## src/rtl/spdf_pkg.sv

```systemverilog
// Package for the serial packet deframer: phase and register codes, result struct.
// No dependencies; the top level, the state machine and the testbench import it.
package spdf_pkg;

  localparam logic [7:0] SYNC_BYTE = 8'hFF;
  localparam logic [8:0] SUM_MOD   = 9'd255;

  typedef enum logic [2:0] {
    PH_SYNC1,
    PH_SYNC2,
    PH_SENDER,
    PH_RECV,
    PH_LENHI,
    PH_LENLO,
    PH_PAYLOAD,
    PH_CHECK
  } phase_e;

  typedef enum logic {
    CFG_OWN_ID,
    CFG_EXP_SENDER
  } cfg_idx_e;

  typedef struct packed {
    logic        payload_valid;
    logic [7:0]  payload_byte;
    logic [15:0] payload_index;
    logic        payload_last;
    logic        frame_good;
    logic        frame_bad;
    logic [15:0] frame_length;
  } res_t;

endpackage

```

## src/rtl/spdf_in_if.sv

```systemverilog
// Byte input channel of the deframer: valid, ready and the received byte.
// Depends on nothing.
interface spdf_in_if;
  logic       valid;
  logic       ready;
  logic [7:0] rx_byte;

  modport source (output valid, output rx_byte, input ready);
  modport sink (input valid, input rx_byte, output ready);
endinterface

```

## src/rtl/spdf_out_if.sv

```systemverilog
// Result channel of the deframer: valid, ready and the per-byte result fields.
// Depends on nothing.
interface spdf_out_if;
  logic        valid;
  logic        ready;
  logic        payload_valid;
  logic [7:0]  payload_byte;
  logic [15:0] payload_index;
  logic        payload_last;
  logic        frame_good;
  logic        frame_bad;
  logic [15:0] frame_length;

  modport source (output valid, output payload_valid, output payload_byte,
                  output payload_index, output payload_last, output frame_good,
                  output frame_bad, output frame_length, input ready);
  modport sink (input valid, input payload_valid, input payload_byte,
                input payload_index, input payload_last, input frame_good,
                input frame_bad, input frame_length, output ready);
endinterface

```

## src/rtl/serial_packet_deframer_top.sv

```systemverilog
// Serial packet deframer top level: configuration registers, input register,
// result register. Depends on spdf_pkg, spdf_in_if, spdf_out_if and spdf_fsm.
// A byte transfer passes through the input register, then the result register.
// Throughput: one byte per cycle while the result channel is not stalled, set by
// the frame state update that runs once per byte. Reset returns to the sync hunt
// with an empty pipeline and sets both ID registers to 1.
module serial_packet_deframer_top import spdf_pkg::*; (
  input  logic       clk_i,
  input  logic       rst_ni,
  input  logic       cfg_we_i,
  input  logic       cfg_idx_i,
  input  logic [7:0] cfg_data_i,
  spdf_in_if.sink    in_i,
  spdf_out_if.source out_o
);

  logic [7:0] own_id_q;
  logic [7:0] exp_sender_q;
  logic       s1_valid_q;
  logic [7:0] s1_byte_q;
  logic       out_valid_q;
  res_t       res_q;
  res_t       res_d;
  logic       out_adv;
  logic       step;

  always_ff @(posedge clk_i or negedge rst_ni) begin
    if (!rst_ni) begin
      own_id_q     <= 8'd1;
      exp_sender_q <= 8'd1;
    end else if (cfg_we_i) begin
      case (cfg_idx_e'(cfg_idx_i))
        CFG_OWN_ID:     own_id_q     <= cfg_data_i;
        CFG_EXP_SENDER: exp_sender_q <= cfg_data_i;
        default: ;
      endcase
    end
  end

  assign out_adv     = !out_valid_q || out_o.ready;
  assign step        = s1_valid_q && out_adv;
  assign in_i.ready  = !s1_valid_q || out_adv;

  always_ff @(posedge clk_i or negedge rst_ni) begin
    if (!rst_ni) begin
      s1_valid_q  <= 1'b0;
      out_valid_q <= 1'b0;
    end else begin
      if (in_i.ready) begin
        s1_valid_q <= in_i.valid;
      end
      if (out_adv) begin
        out_valid_q <= s1_valid_q;
      end
    end
  end

  always_ff @(posedge clk_i) begin
    if (in_i.ready && in_i.valid) begin
      s1_byte_q <= in_i.rx_byte;
    end
    if (step) begin
      res_q <= res_d;
    end
  end

  spdf_fsm u_fsm (
    .clk_i        (clk_i),
    .rst_ni       (rst_ni),
    .step_i       (step),
    .rx_byte_i    (s1_byte_q),
    .own_id_i     (own_id_q),
    .exp_sender_i (exp_sender_q),
    .res_o        (res_d)
  );

  assign out_o.valid         = out_valid_q;
  assign out_o.payload_valid = res_q.payload_valid;
  assign out_o.payload_byte  = res_q.payload_byte;
  assign out_o.payload_index = res_q.payload_index;
  assign out_o.payload_last  = res_q.payload_last;
  assign out_o.frame_good    = res_q.frame_good;
  assign out_o.frame_bad     = res_q.frame_bad;
  assign out_o.frame_length  = res_q.frame_length;

  a_good_bad_excl: assert property (@(posedge clk_i) disable iff (!rst_ni)
    out_valid_q |-> !(res_q.frame_good && res_q.frame_bad))
    else $error("frame flagged good and bad at once");

  a_last_needs_payload: assert property (@(posedge clk_i) disable iff (!rst_ni)
    (out_valid_q && res_q.payload_last) |-> res_q.payload_valid)
    else $error("payload_last without a payload byte");

  a_check_not_payload: assert property (@(posedge clk_i) disable iff (!rst_ni)
    (out_valid_q && (res_q.frame_good || res_q.frame_bad)) |-> !res_q.payload_valid)
    else $error("checksum result on a payload byte");

  a_stall_holds_stage: assert property (@(posedge clk_i) disable iff (!rst_ni)
    (s1_valid_q && !out_adv) |=> s1_valid_q && $stable(s1_byte_q))
    else $error("input register lost a byte while stalled");

endmodule

```

## src/rtl/spdf_fsm.sv

```systemverilog
// Frame state machine: phase, mod-255 running sum, length and payload counter.
// Computes the result for one byte combinationally. Depends on spdf_pkg.
module spdf_fsm import spdf_pkg::*; (
  input  logic       clk_i,
  input  logic       rst_ni,
  input  logic       step_i,
  input  logic [7:0] rx_byte_i,
  input  logic [7:0] own_id_i,
  input  logic [7:0] exp_sender_i,
  output res_t       res_o
);

  phase_e      phase_q, phase_d;
  logic [7:0]  sum_q, sum_d;
  logic [15:0] length_q, length_d;
  logic [15:0] count_q, count_d;
  logic [8:0]  sum_add;
  logic [7:0]  sum_next;
  logic        is_last;

  always_ff @(posedge clk_i or negedge rst_ni) begin
    if (!rst_ni) begin
      phase_q  <= PH_SYNC1;
      sum_q    <= '0;
      length_q <= '0;
      count_q  <= '0;
    end else if (step_i) begin
      phase_q  <= phase_d;
      sum_q    <= sum_d;
      length_q <= length_d;
      count_q  <= count_d;
    end
  end

  assign sum_add  = {1'b0, sum_q} + {1'b0, rx_byte_i};
  assign sum_next = (sum_add >= SUM_MOD) ? 8'(sum_add - SUM_MOD) : sum_add[7:0];
  assign is_last  = ({1'b0, count_q} + 17'd1) >= {1'b0, length_q};

  always_comb begin
    phase_d  = phase_q;
    sum_d    = sum_q;
    length_d = length_q;
    count_d  = count_q;
    res_o    = '0;
    case (phase_q)
      PH_SYNC1: begin
        if (rx_byte_i == SYNC_BYTE) begin
          // The sync byte is zero modulo 255, so the sum restarts at zero.
          sum_d    = '0;
          length_d = '0;
          count_d  = '0;
          phase_d  = PH_SYNC2;
        end
      end
      PH_SYNC2: begin
        phase_d = (rx_byte_i == SYNC_BYTE) ? PH_SENDER : PH_SYNC1;
      end
      PH_SENDER: begin
        if (rx_byte_i == exp_sender_i) begin
          sum_d   = sum_next;
          phase_d = PH_RECV;
        end else begin
          phase_d = PH_SYNC1;
        end
      end
      PH_RECV: begin
        if (rx_byte_i == own_id_i) begin
          sum_d   = sum_next;
          phase_d = PH_LENHI;
        end else begin
          phase_d = PH_SYNC1;
        end
      end
      PH_LENHI: begin
        sum_d    = sum_next;
        length_d = length_q | {rx_byte_i, 8'h00};
        phase_d  = PH_LENLO;
      end
      PH_LENLO: begin
        sum_d    = sum_next;
        length_d = length_q | {8'h00, rx_byte_i};
        phase_d  = PH_PAYLOAD;
      end
      PH_PAYLOAD: begin
        sum_d               = sum_next;
        count_d             = count_q + 16'd1;
        res_o.payload_valid = 1'b1;
        res_o.payload_byte  = rx_byte_i;
        res_o.payload_index = count_q;
        if (is_last) begin
          res_o.payload_last = 1'b1;
          phase_d            = PH_CHECK;
        end
      end
      PH_CHECK: begin
        res_o.frame_good = (rx_byte_i == sum_q);
        res_o.frame_bad  = (rx_byte_i != sum_q);
        phase_d          = PH_SYNC1;
      end
      default: begin
        phase_d = PH_SYNC1;
      end
    endcase
    res_o.frame_length = length_d;
  end

endmodule

```

## src/flat_wrapper.sv

```systemverilog
// flat-port wrapper written by rule: the top's interface ports become plain ports
module serial_packet_deframer_top_flat import spdf_pkg::*;
  (clk_i, rst_ni, cfg_we_i, cfg_idx_i, cfg_data_i, in_i_valid, in_i_rx_byte, in_i_ready, out_o_valid, out_o_payload_valid, out_o_payload_byte, out_o_payload_index, out_o_payload_last, out_o_frame_good, out_o_frame_bad, out_o_frame_length, out_o_ready);
  spdf_in_if in_i_i ();
  spdf_out_if out_o_i ();
  input  logic clk_i;
  input  logic rst_ni;
  input  logic cfg_we_i;
  input  logic cfg_idx_i;
  input  logic [7:0] cfg_data_i;
  input wire logic [$bits(in_i_i.valid)-1:0] in_i_valid;
  input wire logic [$bits(in_i_i.rx_byte)-1:0] in_i_rx_byte;
  output wire logic [$bits(in_i_i.ready)-1:0] in_i_ready;
  output wire logic [$bits(out_o_i.valid)-1:0] out_o_valid;
  output wire logic [$bits(out_o_i.payload_valid)-1:0] out_o_payload_valid;
  output wire logic [$bits(out_o_i.payload_byte)-1:0] out_o_payload_byte;
  output wire logic [$bits(out_o_i.payload_index)-1:0] out_o_payload_index;
  output wire logic [$bits(out_o_i.payload_last)-1:0] out_o_payload_last;
  output wire logic [$bits(out_o_i.frame_good)-1:0] out_o_frame_good;
  output wire logic [$bits(out_o_i.frame_bad)-1:0] out_o_frame_bad;
  output wire logic [$bits(out_o_i.frame_length)-1:0] out_o_frame_length;
  input wire logic [$bits(out_o_i.ready)-1:0] out_o_ready;
  assign in_i_i.valid = in_i_valid;
  assign in_i_i.rx_byte = in_i_rx_byte;
  assign in_i_ready = in_i_i.ready;
  assign out_o_valid = out_o_i.valid;
  assign out_o_payload_valid = out_o_i.payload_valid;
  assign out_o_payload_byte = out_o_i.payload_byte;
  assign out_o_payload_index = out_o_i.payload_index;
  assign out_o_payload_last = out_o_i.payload_last;
  assign out_o_frame_good = out_o_i.frame_good;
  assign out_o_frame_bad = out_o_i.frame_bad;
  assign out_o_frame_length = out_o_i.frame_length;
  assign out_o_i.ready = out_o_ready;
  serial_packet_deframer_top u_core (.clk_i(clk_i), .rst_ni(rst_ni), .cfg_we_i(cfg_we_i), .cfg_idx_i(cfg_idx_i), .cfg_data_i(cfg_data_i), .in_i(in_i_i), .out_o(out_o_i));
endmodule
```

## config.mk

```make
export PLATFORM = sky130hd
export DESIGN_NAME = serial_packet_deframer_top_flat
export DESIGN_NICKNAME = d
export VERILOG_FILES = /design/src/rtl/spdf_pkg.sv /design/src/rtl/spdf_in_if.sv /design/src/rtl/spdf_out_if.sv /design/src/rtl/serial_packet_deframer_top.sv /design/src/rtl/spdf_fsm.sv /design/src/flat_wrapper.sv
export SDC_FILE = /design/constraint.sdc
export NUM_CORES = 1
export LEC_CHECK = 0
export ABC_CLOCK_PERIOD_IN_PS = 3200
export BUFFER_PORTS_ARGS = -buffer_cell sky130_fd_sc_hd__clkbuf_2
export CORE_ASPECT_RATIO = 1.1
export CORE_MARGIN = 2
export CORE_UTILIZATION = 45
export DETAILED_ROUTE_END_ITERATION = 7
export PLACE_DENSITY = 0.72
export SYNTH_ARGS = -nofsm -noshare
export SYNTH_HDL_FRONTEND = slang
export SYNTH_SLANG_ARGS = --single-unit
export TNS_END_PERCENT = 100
```

## constraint.sdc

```tcl
create_clock -name clk_i -period 3.2 [get_ports clk_i]
set_input_delay 0 -clock clk_i [delete_from_list [all_inputs] [get_ports clk_i]]
set_output_delay 0 -clock clk_i [all_outputs]
set_load 0.02 [all_outputs]
```

-- Word-level counts from Yosys, hierarchy flattened
Index checks and enable logic that the tools add are counted.
- add/subtract/negate cells: 4
- $mul: 0
- divide/modulo/power cells: 0
- order comparisons: 2
- equal/unequal tests: 16
- shift operators: 0
- multiplexer cells: 17
- bitwise logic cells: 3
- reduce and logical (&&, ||, !) cells: 15
- operators with widths (kind ; count):
    $pmux W16 S3 ; 1
    $mux W16 ; 2
    $mux W8 ; 4
    $pmux W16 S2 ; 1
    $pmux W8 S4 ; 1
    $mux W26 ; 1
    $eq A8 B8 Y1 ; 3
    $pmux W3 S8 ; 1
    $add A16 B1 Y17 const B ; 1
    $ge A17 B16 Y1 ; 1
    $add A16 B1 Y16 const B ; 1
    $or A16 B16 Y16 ; 1
    $or A16 B8 Y16 ; 1
    $eq A3 B3 Y1 const B ; 4
    $add A8 B8 Y9 ; 1
    $ge A9 B8 Y1 const B ; 1
    $mux W3 ; 3
    $eq A8 B8 Y1 const B ; 1
    $ne A2 B2 Y1 const B ; 4
    $ne A8 B8 Y1 ; 1
    $sub A8 B8 Y8 const B ; 1
    $eq A3 B2 Y1 const B ; 2
    $reduce_and A3 Y1 ; 2
    $reduce_and A5 Y1 ; 1
    12 further kinds ; 17
- register bits: 113
- latch bits: 0
- RAM bits: 0
- ROM bits: 0
- input bits: 22
- output and inout bits: 46
- word-level logic and storage cells: 73
- memories: 0

-- Longest topological paths before layout
Gate-level depths: netlist of the first run.
- depth in word-level cells: 5
- depth in mapped cells: 13
- gate-level depth less buffers: 13

-- By module
Synthesis of the first run repeated with hierarchy kept, for this count alone.
- cells, all modules: 517
- area total of the unflattened synthesis: 5938.2 sq um
- by module, submodules not included (module ; instances ; cells an instance ; area each (sq um) ; seq. area each (sq um)):
    spdf_fsm ; 1 ; 422 ; 3643.5 ; 1076.0
    serial_packet_deframer_top ; 1 ; 95 ; 2294.7 ; 2014.4

-- Worst setup path after synthesis of the first run
Ideal clock, no wire load.
- path type: reg-to-reg
- from: register u_core.u_fsm.count_q[0]
- to: register u_core.u_fsm.phase_q[0]
- setup time: 0.121 ns
- arrival: 2.752 ns
- data required time: 3.079 ns
- setup slack: 0.327 ns
- stages on the path, launching flop included: 14
- path buffers: 0
- period minus slack after synthesis: 2.873 ns
- cell sequence: dfrtp_1 ha_1 nand3_1 nor3_1 nand2_1 nor2_1 xor2_1 ha_1 a21oi_1 o41ai_1 a32o_1 a211oi_1 nand3_1 a22o_1
- longest elaborated chain between the ends: 4
- ends and longest elaborated chain (what ; RTL line ; source):
    from (decl) ; spdf_fsm.sv:16 ; logic [15:0] count_q, count_d;
    from (signal assigned) ; spdf_fsm.sv:31 ; count_q <= count_d;
    $add A16 B1 Y17 ; spdf_fsm.sv:37 ; assign is_last = ({1'b0, count_q} + 17'd1) >= {1'b0, length_q};
    $ge A17 B16 Y1 ; spdf_fsm.sv:37 ;
    $ne A2 B2 Y1 (no line) ; -- ;
    $reduce_and A3 Y1 (no line) ; -- ;
    to (signal assigned) ; spdf_fsm.sv:28 ; phase_q <= phase_d;
    to (decl) ; spdf_fsm.sv:13 ; phase_e phase_q, phase_d;
No other way between the ends.
A chain may end at the register's enable or synchronous reset.

-- Worst setup path in the final report of the first run
- from: register u_core.u_fsm.count_q[1]
- to: register u_core.u_fsm.phase_q[0]
The elaborated chain is that of the path after synthesis.

==> results.json, run 1 <==
{
  "outcome": "finished with violations",
  "violations": "DRC",
  "antenna_cells": 0,
  "root_buffer": "clkbuf_16",
  "cap_violations": 0,
  "min_period_ps": 2995,
  "io_pins": 68,
  "max_slew_margin": 0.4119,
  "cp_max_fo": 6,
  "avgSynthCellArea_um2": 11.16,
  "netlist_instances": 528,
  "synth_seq_area_share": 0.5245,
  "dp.cells": 741,
  "power_mw": 4.216,
  "cts_max_level": 4,
  "ys_ff_latch": 113,
  "hold_path_class": "in -> reg",
  "worst_setup_path_end_kind": "flop",
  "core_area_um2": 12700,
  "fin_nets": 672,
  "power_density_nw_per_um2": 572.5,
  "drive_gt1_frac": 0.2421,
  "drc": 7,
  "wirelength_um": 13600,
  "grt_max_degree": 35,
  "slew_viol_final": 0,
  "ys_warn_count": 0,
  "tightest_slew_ps": 875.4,
  "clk_latency_ps": 410,
  "synth_area_um2": 5892,
  "antenna_found_initial": 0,
  "vias": 4521,
  "die_w_um": 113.1,
  "layout_commonest_cell": "clkbuf_2",
  "start_util": 0.4640,
  "fill_cells": 1070,
  "synth_nets": 577,
  "fin_ws_ps": 204.8,
  "worstSetupPathType": "reg -> reg",
  "die_h_um": 124.0,
  "ant_nets": 0,
  "synth_area_leaders": "edfxtp_1 (27%), dfrtp_1 (25%), ha_1 (5.5%), a22o_1 (5.2%), xor2_1 (4.2%)",
  "place_congestion": 0.9390,
  "fin_crit_sh": 0.9360,
  "synth_top_area_cell": "edfxtp_1",
  "hold_violations": 0,
  "final_cells": 793,
  "fmax_mhz": 333.9,
  "worstPathRequired_ps": 3500,
  "regArea_um2": 3090,
  "pre_cts_ws_ps": 27.03,
  "multi_input_comb_area_um2": 2629,
  "grt_use_total": 0.2030,
  "rsz0062_at_grt": "false",
  "synth_ff_type": "dfrtp_1",
  "drt_iter0_drc": 370,
  "cts_tree": "done",
  "cts_max_path_buffers": 2,
  "place_area_um2": 6415,
  "grt_pass1_vias": 4354,
  "setup_tns_ps": 0,
  "final_util": 0.5799,
  "grt_overflow": 0,
  "skew_ps": 7.954,
  "async_flop_share": 0.5398,
  "ir_drop_uv": 329.6,
  "finalSetupViolCount": 0,
  "layout_common_cells": "clkbuf_2 (67), dfrtp_1 (59), edfxtp_1 (52)",
  "area_delta_synth_final_pct": 24.97,
  "path_clk_slew_ps": 60,
  "dr.pass1.iters": 8,
  "port_buffers": 67,
  "cts_sinks": 113,
  "row_count": 43,
  "avgViaCountPerCell": 5.701,
  "worst_setup_path_start_kind": "flop",
  "leakagePower_nw": 3.286,
  "hold_slack_ps": 123.2,
  "die_area_um2": 14030,
  "cts_buffers": 17,
  "synth.distinct_cells": 61,
  "final_area_um2": 7363,
  "dpl.hpwl_um": 9325,
  "routedWlPerCell_um": 17.15,
  "synth_edf_count": 52,
  "critPathArrivalTime_ps": 3290,
  "synth_top_area_frac": 0.2650,
  "grt_pass1_wl_um": 22050
}
==> final cells by class <==
cell class                 count  area share
timing repair buffer         105     0.09108
multi-input combinational    365      0.3570
clock inverter                13     0.03466
inverter                      21     0.01071
tap                          157     0.02668
sequential                   113      0.4197
clock buffer                  19     0.06015
==> per-layer routing <==
| metal | vias up | global-route usage | routed length (µm) |
|---|---|---|---|
| met5 | - | 0 | 0 |
| met4 | 0 | 0.08155 | 310 |
| met3 | 25 | 0.04818 | 725 |
| met2 | 169 | 0.3454 | 6976 |
| met1 | 2204 | 0.2509 | 5591 |
| li1 | 2123 | - | - |
==> Yosys cell counts, types with 3 or more instances <==
cell type	n
nand4_1	10
nor4_1	7
buf_4	3
edfxtp_1	52
nor2_1	23
a22o_1	35
clkbuf_1	17
and2_1	31
a211oi_1	3
nor3_1	12
nand2_1	40
buf_2	6
o31ai_1	4
o21ai_0	35
a21o_1	5
ha_1	26
and3_1	5
nand2b_1	4
inv_1	20
nor2b_1	4
dfrtp_1	59
xor2_1	28
a21oi_1	16
nand3_1	17
mux2_2	16
xnor2_1	6
a32o_1	3
==> critical path, stage by stage (launching register included) <==
cell and delay [ps]:
dfrtp_1 440, ha_2 290, nand3_4 160, nor3_4 220, nand2_1 100, nor2_1 160, xor2_1 200, ha_1 300
a21oi_1 160, o41ai_1 90, a32o_1 210, a211oi_2 230, nand3_1 110, a22o_1 200
==> state kept, by name, indices dropped and copies added (netlist names), 3 cells and up <==
| name | flops |
|---|---|
| u_core.out_o.payload_index | 16 |
| u_core.u_fsm.sum_q | 8 |
| u_core.out_o.frame_length | 16 |
| u_core.u_fsm.phase_q | 3 |
| u_core.u_fsm.length_q | 16 |
| u_core.out_o.payload_byte | 8 |
| u_core.own_id_q | 8 |
| u_core.s1_byte_q | 8 |
| u_core.exp_sender_q | 8 |
| u_core.u_fsm.count_q | 16 |
==> cell families (layout without fill, tap and decap cells) <==
kind of cell             count (synthesis)  count (layout)  share of synthesized area
flip-flops                             113             113                     0.5245
adder cells (fa/ha/maj)                 27              27                    0.05861
AND/OR/NAND/NOR                        164             164                     0.1440
AO/OA/AOI/OAI                          122             122                     0.1506
XOR/XNOR                                34              34                    0.05054
multiplexers                            18              18                    0.03398
buffers and inverters                   50             158                    0.03780
==> repair_timing <==
action,CTS,global route
pin swaps,1,0
gates cloned,0,0
gates resized for setup,2,8
buffers inserted,0,0
hold buffers,20,0
endpoints found under the setup margin,1,2
endpoints found under the hold margin,56,0
==> power breakdown <==
group	internal (mW)	leakage (nW)	switching, mW	total, mW
clock	1.56	0.330	0.674	2.24
combinational	0.130	1.63	0.197	0.327
sequential	1.61	1.33	0.0481	1.65
==> path summary, 6_finish.rpt <==
kind / from / slack, ps / cells after the start / end
worst max register to register: u_core.u_fsm.count_q[1] / 200 / 13 / u_core.u_fsm.phase_q[0]
max in group asynchronous: rst_ni / 1940 / 4 / u_core.u_fsm.count_q[4]
worst min register to register: u_core.s1_valid_q / 490 / 1 / u_core.out_o.valid
worst min-delay path: cfg_idx_i / 120 / 3 / u_core.own_id_q[7]
min in group asynchronous: rst_ni / 230 / 2 / u_core.u_fsm.sum_q[0]
worst max-delay path: u_core.u_fsm.count_q[1] / 200 / 13 / u_core.u_fsm.phase_q[0]
(Power assumes the default switching activity.)
==> run 2: changes to the inputs <==
Settings changed: SYNTH_HIERARCHICAL set to 1.
==> run 2 against run 1 <==
Against the previous run: the run now ends clean; clock skew rose by 1.5 ps; die area grew 0.76%; register-to-register slack better by 40 ps; via count is 2.5% lower; total power down 14%; clock power is 26% lower; first-iteration DRC count shrank 9.2%; worst setup slack better by 36 ps; flip-flop and latch count unchanged; critical endpoint is now u_core/out_o.payload_last; largest power group unchanged; global-route usage decreased by 0.058 points.
==> results.json, run 2 <==
{
  "crit_buf_inv": 0,
  "r2r-start": "u_core/u_fsm/count_q[2]",
  "ant_nets": 0,
  "clk_latency_ps": 420,
  "cpPeakStageDelay_ps": 440,
  "cts_max_level": 4,
  "grt_max_degree": 43,
  "worst_path_most_repeated_cell": "nor3_1",
  "synth_ff_type": "dfrtp_1",
  "hold_path_class": "in -> reg",
  "place_congestion": 0.9535,
  "antenna_found_initial": 0,
  "root_buffer": "clkbuf_16",
  "cts_tree": "done",
  "drc": 0,
  "synth_top_area_frac": 0.2630,
  "synth_seq_area_share": 0.5204,
  "ys_warn_count": 6,
  "drt_iter0_drc": 336,
  "fill_cells": 1098,
  "die_h_um": 124.5,
  "power_density_nw_per_um2": 506.9,
  "final_cells": 778,
  "cts_sinks": 113,
  "synth_area_um2": 5938,
  "async_flop_share": 0.5398,
  "ir_drop_uv": 365.1,
  "synth_top_area_cell": "edfxtp_1",
  "die_area_um2": 14130,
  "worstSetupPathType": "reg -> reg",
  "start_util": 0.4551,
  "worst_setup_path_start_kind": "flop",
  "worst_setup_path_end_kind": "flop",
  "grt_pass1_wl_um": 22230,
  "fin_ws_ps": 241.2,
  "reg2reg_setup_slack_ps": 240,
  "path_clk_slew_ps": 50,
  "synth_edf_count": 52,
  "skew_ps": 9.441,
  "cp_max_fo": 7,
  "fmax_mhz": 338.0,
  "row_count": 44,
  "port_buffers": 67,
  "slowest_stage": "dfrtp_1",
  "final_util": 0.5477,
  "drive_gt1_frac": 0.2237,
  "layout_common_cells": "clkbuf_2 (67), dfrtp_1 (58), edfxtp_1 (52)",
  "yosysMostFrequentCell": "dfrtp_1",
  "critical-path-top-delay-family": "simple AND/OR/NAND/NOR gates",
  "post_cts_buffers": 0,
  "dp.cells": 727,
  "max_slew_margin": 0.3808,
  "layout_commonest_cell": "clkbuf_2",
  "grt_pass1_vias": 4506,
  "io_pins": 68,
  "routedWlPerCell_um": 17.41,
  "worstPathRequired_ps": 3350,
  "dr.pass1.iters": 8,
  "leakagePower_nw": 3.094,
  "rsz0062_at_grt": "false",
  "hold_violations": 0,
  "cts_max_path_buffers": 2,
  "cts_buffers": 17,
  "tightest_slew_ps": 921.8,
  "ys_ff_latch": 113,
  "avgViaCountPerCell": 5.665,
  "core_area_um2": 13050,
  "area_delta_synth_final_pct": 20.33,
  "setup_tns_ps": 0,
  "wirelength_um": 13540,
  "antenna_cells": 0,
  "finalSetupViolCount": 0,
  "die_w_um": 113.5,
  "min_period_ps": 2959,
  "fin_nets": 654,
  "cap_violations": 0,
  "grt_use_total": 0.2024,
  "dpl.hpwl_um": 9078,
  "synth_nets": 566,
  "synth_commonest_cells": "dfrtp_1 (59), edfxtp_1 (52), a22o_1 (32), nand3_1 (29), and2_1 (28)",
  "netlist_instances": 517,
  "outcome": "completed",
  "min_from": "cfg_idx_i",
  "grt_overflow": 0,
  "startpoint": "u_core/u_fsm/count_q[2]",
  "critical_path.cell_chain": "and3_1 > and4_1 > nand2_1 > nor2_1 > xor2_1 > ha_1 > o21ai_0 > nand2b_1 > a21oi_1 > nor3_1 > nor3_1 > nor3_1",
  "vias": 4407,
  "synth.distinct_cells": 59,
  "fin_crit_sh": 0.9246,
  "pre_cts_ws_ps": 181.8,
  "synth_area_leaders": "edfxtp_1 (26%), dfrtp_1 (25%), ha_1 (5.5%), a22o_1 (4.7%), xnor2_1 (3.5%)",
  "critPathArrivalTime_ps": 3110,
  "slew_viol_final": 0,
  "avgSynthCellArea_um2": 11.49
}
==> run 2: routing by layer <==
metal  track usage  wire, µm  up-vias
met4       0.08250       202        0
met5             0         0        -
met1        0.2449      5704     2153
met2        0.3427      6973      137
li1              -         -     2092
met3       0.05207       662       25
==> run 2: through the flow <==
stage / hold WS (ps) / cell area (µm²) / total power [mW]
6_report: 66.71 / 7146 / 3.622
5_1_grt: 74.56 / 7146 / 3.762
4_1_cts: 63.92 / 7141 / 3.662
3_5_place_dp: 30.19 / 6431 / 1.984
3_3_place_gp: 25.28 / 6431 / 1.975
2_1_floorplan: -295.6 / 5938 / 1.872
==> run 2: report_power, final <==
group	switching [mW]	internal [mW]
Sequential	0.0399	1.60
Combinational	0.190	0.142
Clock	0.615	1.03
==> run 2: area by class of cell <==
cell class / instances / area, µm² / share of cell area
Clock inverter: 12 / 76.32 / 0.01068
Sequential cell: 113 / 3092 / 0.4327
Tap cell: 161 / 201.4 / 0.02819
Inverter: 18 / 67.56 / 0.009455
Multi-Input combinational cell: 355 / 2643 / 0.3698
Timing Repair Buffer: 100 / 633.1 / 0.08860
Clock buffer: 19 / 432.9 / 0.06058
==> run 2: repair_timing <==
action                                  CTS  global route
hold buffers                             20             0
endpoints found under the setup margin    0             2
resized for setup                         0             3
endpoints found under the hold margin    48             0
==> run 2: cells by family (layout without fill, tap and decap cells) <==
group,count (synthesis),count (layout),share of synthesized area
DFF,113,113,0.5204
muxes,19,19,0.04067
xor gates and xnor gates,37,37,0.05584
buffers and inverters,49,149,0.03540
adders and majority gates,27,27,0.05815
AOI/OAI and AO/OA,120,120,0.1483
and+or+nand+nor,152,152,0.1412
==> run 2: worst paths after layout <==
kind / endpoint / cells past startpoint
worst max-delay path: u_core/out_o.payload_last / 12
worst min-delay path: u_core/exp_sender_q[0] / 3
worst max register to register: u_core/out_o.payload_last / 12
worst min register to register: u_core/u_fsm/sum_q[0] / 1
max in group asynchronous: u_core/u_fsm/count_q[0] / 3
min in group asynchronous: u_core/u_fsm/sum_q[5] / 2
==> run 2: worst reg2reg max path, cell delays in order (launching register included) <==
cell	delay (ps)
dfrtp_1	440
and3_1	230
and4_1	300
nand2_1	170
nor2_1	240
xor2_1	190
ha_1	260
o21ai_0	160
nand2b_1	80
a21oi_1	200
nor3_1	80
nor3_1	270
nor3_1	80
==> run 3: changes to the inputs <==
Settings changed: ABC_CLOCK_PERIOD_IN_PS 3200 to 3300, PLACE_DENSITY 0.72 to not set, SLEW_MARGIN set to 10.
Clock period 3.2 ns to 3.3 ns, I/O delays scaled along.
==> run 3 against run 2 <==
Against the previous run: final area rose by 1.5%; critical path depth stayed put; first-iteration DRC count decreased by 37%; combinational power decreased by 3%.
==> results.json, run 3 (synthesized netlist as in run 2, its figures left out) <==
{
  "rsz0062_at_grt": "false",
  "worst_path_most_repeated_cell": "nor3_1",
  "min_period_ps": 2965,
  "hold_path_class": "in -> reg",
  "path_clk_slew_ps": 60,
  "fin_nets": 655,
  "wl_met1_um": 5745,
  "met2WireLength_um": 6901,
  "area_delta_synth_final_pct": 22.19,
  "critical_path.cell_chain": "and3_1 > and4_1 > nand2_1 > nor2_1 > xor2_1 > ha_1 > o21ai_0 > nand2b_1 > a21oi_1 > nor3_1 > nor3_1 > nor3_1",
  "wirelength_um": 13550,
  "cts_tree": "done",
  "final_area_um2": 7256,
  "cts_sinks": 113,
  "wl_met3_um": 563,
  "slowest_stage": "dfrtp_1",
  "topRoutingLayerUsed": "met4",
  "max_slew_margin": 0.3122,
  "avgViaCountPerCell": 5.659,
  "dr.pass1.iters": 4,
  "die_w_um": 113.5,
  "leakagePower_nw": 3.146,
  "drc": 0,
  "grt_pass1_vias": 4535,
  "final_util": 0.5561,
  "cpPeakStageDelay_ps": 430,
  "root_buffer": "clkbuf_16",
  "outcome": "completed",
  "port_buffers": 67,
  "clk_latency_ps": 430,
  "worst_setup_path_end_kind": "flop",
  "dpl.hpwl_um": 9345,
  "layout_common_cells": "clkbuf_2 (67), dfrtp_1 (58), edfxtp_1 (52)",
  "drive_gt1_frac": 0.2423,
  "power_density_nw_per_um2": 518.2,
  "pre_cts_ws_ps": 250.3,
  "slew_viol_final": 0,
  "grt_pass1_wl_um": 22520,
  "hold_violations": 0,
  "worstSetupPathType": "reg -> reg",
  "fmax_mhz": 337.3,
  "grt_use_total": 0.2053,
  "cts_buffers": 17,
  "routedWlPerCell_um": 17.37,
  "row_count": 44,
  "fin_ws_ps": 334.9,
  "die_area_um2": 14130,
  "ir_drop_uv": 288.3,
  "cts_max_path_buffers": 2,
  "drt_iter0_drc": 213,
  "place_congestion": 0.8683,
  "finalSetupViolCount": 0,
  "cts_max_level": 4,
  "critical-path-top-delay-family": "simple AND/OR/NAND/NOR gates",
  "antenna_found_initial": 0,
  "ant_nets": 0,
  "die_h_um": 124.5,
  "antenna_cells": 0,
  "grt_overflow": 0,
  "place_area_um2": 6441,
  "core_area_um2": 13050,
  "tightest_slew_ps": 1024,
  "cap_violations": 0,
  "start_util": 0.4551,
  "io_pins": 68,
  "setup_tns_ps": 0,
  "grt_max_degree": 43,
  "cp_max_fo": 7,
  "worst_setup_path_start_kind": "flop",
  "fin_crit_sh": 0.8985,
  "critPathArrivalTime_ps": 3130,
  "crit_buf_inv": 0,
  "skew_ps": 14.08,
  "layout_commonest_cell": "clkbuf_2",
  "vias": 4414,
  "worstPathRequired_ps": 3460
}
## run 3: changes by cell type in the layout (fill, tap and decap cells not counted), moves of 2 or more
| cell | change |
|---|---|
| clkinvlp_4 | +2 |
| inv_4 | +2 |
| clkinv_1 | -7 |
| clkbuf_16 | +3 |
| clkbuf_1 | -2 |
## run 3: final timing paths
| path | cells after the start | endpoint | slack (ps) | from |
|---|---|---|---|---|
| setup / recovery | 12 | u_core/out_o.payload_last | 330 | u_core/u_fsm/count_q[2] |
| hold / removal | 3 | u_core/exp_sender_q[4] | 50 | cfg_idx_i |
| setup reg to reg | 12 | u_core/out_o.payload_last | 330 | u_core/u_fsm/count_q[2] |
| hold reg to reg | 1 | u_core/u_fsm/count_q[15] | 490 | u_core/u_fsm/count_q[15] |
| max in group asynchronous | 3 | u_core/u_fsm/count_q[0] | 2240 | rst_ni |
| min in group asynchronous | 2 | u_core/u_fsm/count_q[10] | 80 | rst_ni |
## run 3: power by group
group | internal, mW | switching, mW
clock | 1.19 | 0.661
sequential | 1.55 | 0.0367
combinational | 0.138 | 0.184
total | 2.88 | 0.882
## run 3: worst min-delay path, delay by kind of cell
| kind | cells | cell delay, ps |
|---|---|---|
| buffers and inverters | 1 | 100 |
| and+or+nand+nor | 1 | 170 |
| muxes | 1 | 180 |
## run 3: final cells by class
class / instances / area (µm²)
Timing Repair Buffer: 101 / 640.6
Tap cell: 161 / 201.4
Multi-Input combinational cell: 355 / 2645
Sequential cell: 113 / 3092
Clock inverter: 11 / 95.09
Clock buffer: 21 / 514.2
Inverter: 18 / 67.56
Fill cell: 1110 / 5792
## run 3: what timing repair did
item | 4_1_cts | 5_1_grt
setup endpoints to repair | 0 | 2
buffers inserted | 0 | 0
hold buffers | 20 | 0
resized for setup | 0 | 3
hold endpoints to repair | 45 | 0
## run 3: layer usage
metal / up-vias / GRT usage
li1: 2096 / -
met1: 2174 / 0.2613
met2: 119 / 0.3374
met5: - / 0
met3: 25 / 0.04428
met4: 0 / 0.08824
## run 3: metrics by stage
stage               power (mW)  std cells  hold slack (ps)
floorplan                1.815        517           -295.6
global route             3.897        780            65.91
CTS                      3.798        780            48.82
global placement         1.919        728            3.247
finish                   3.760        780            54.00
detailed placement       1.925        728           -2.055
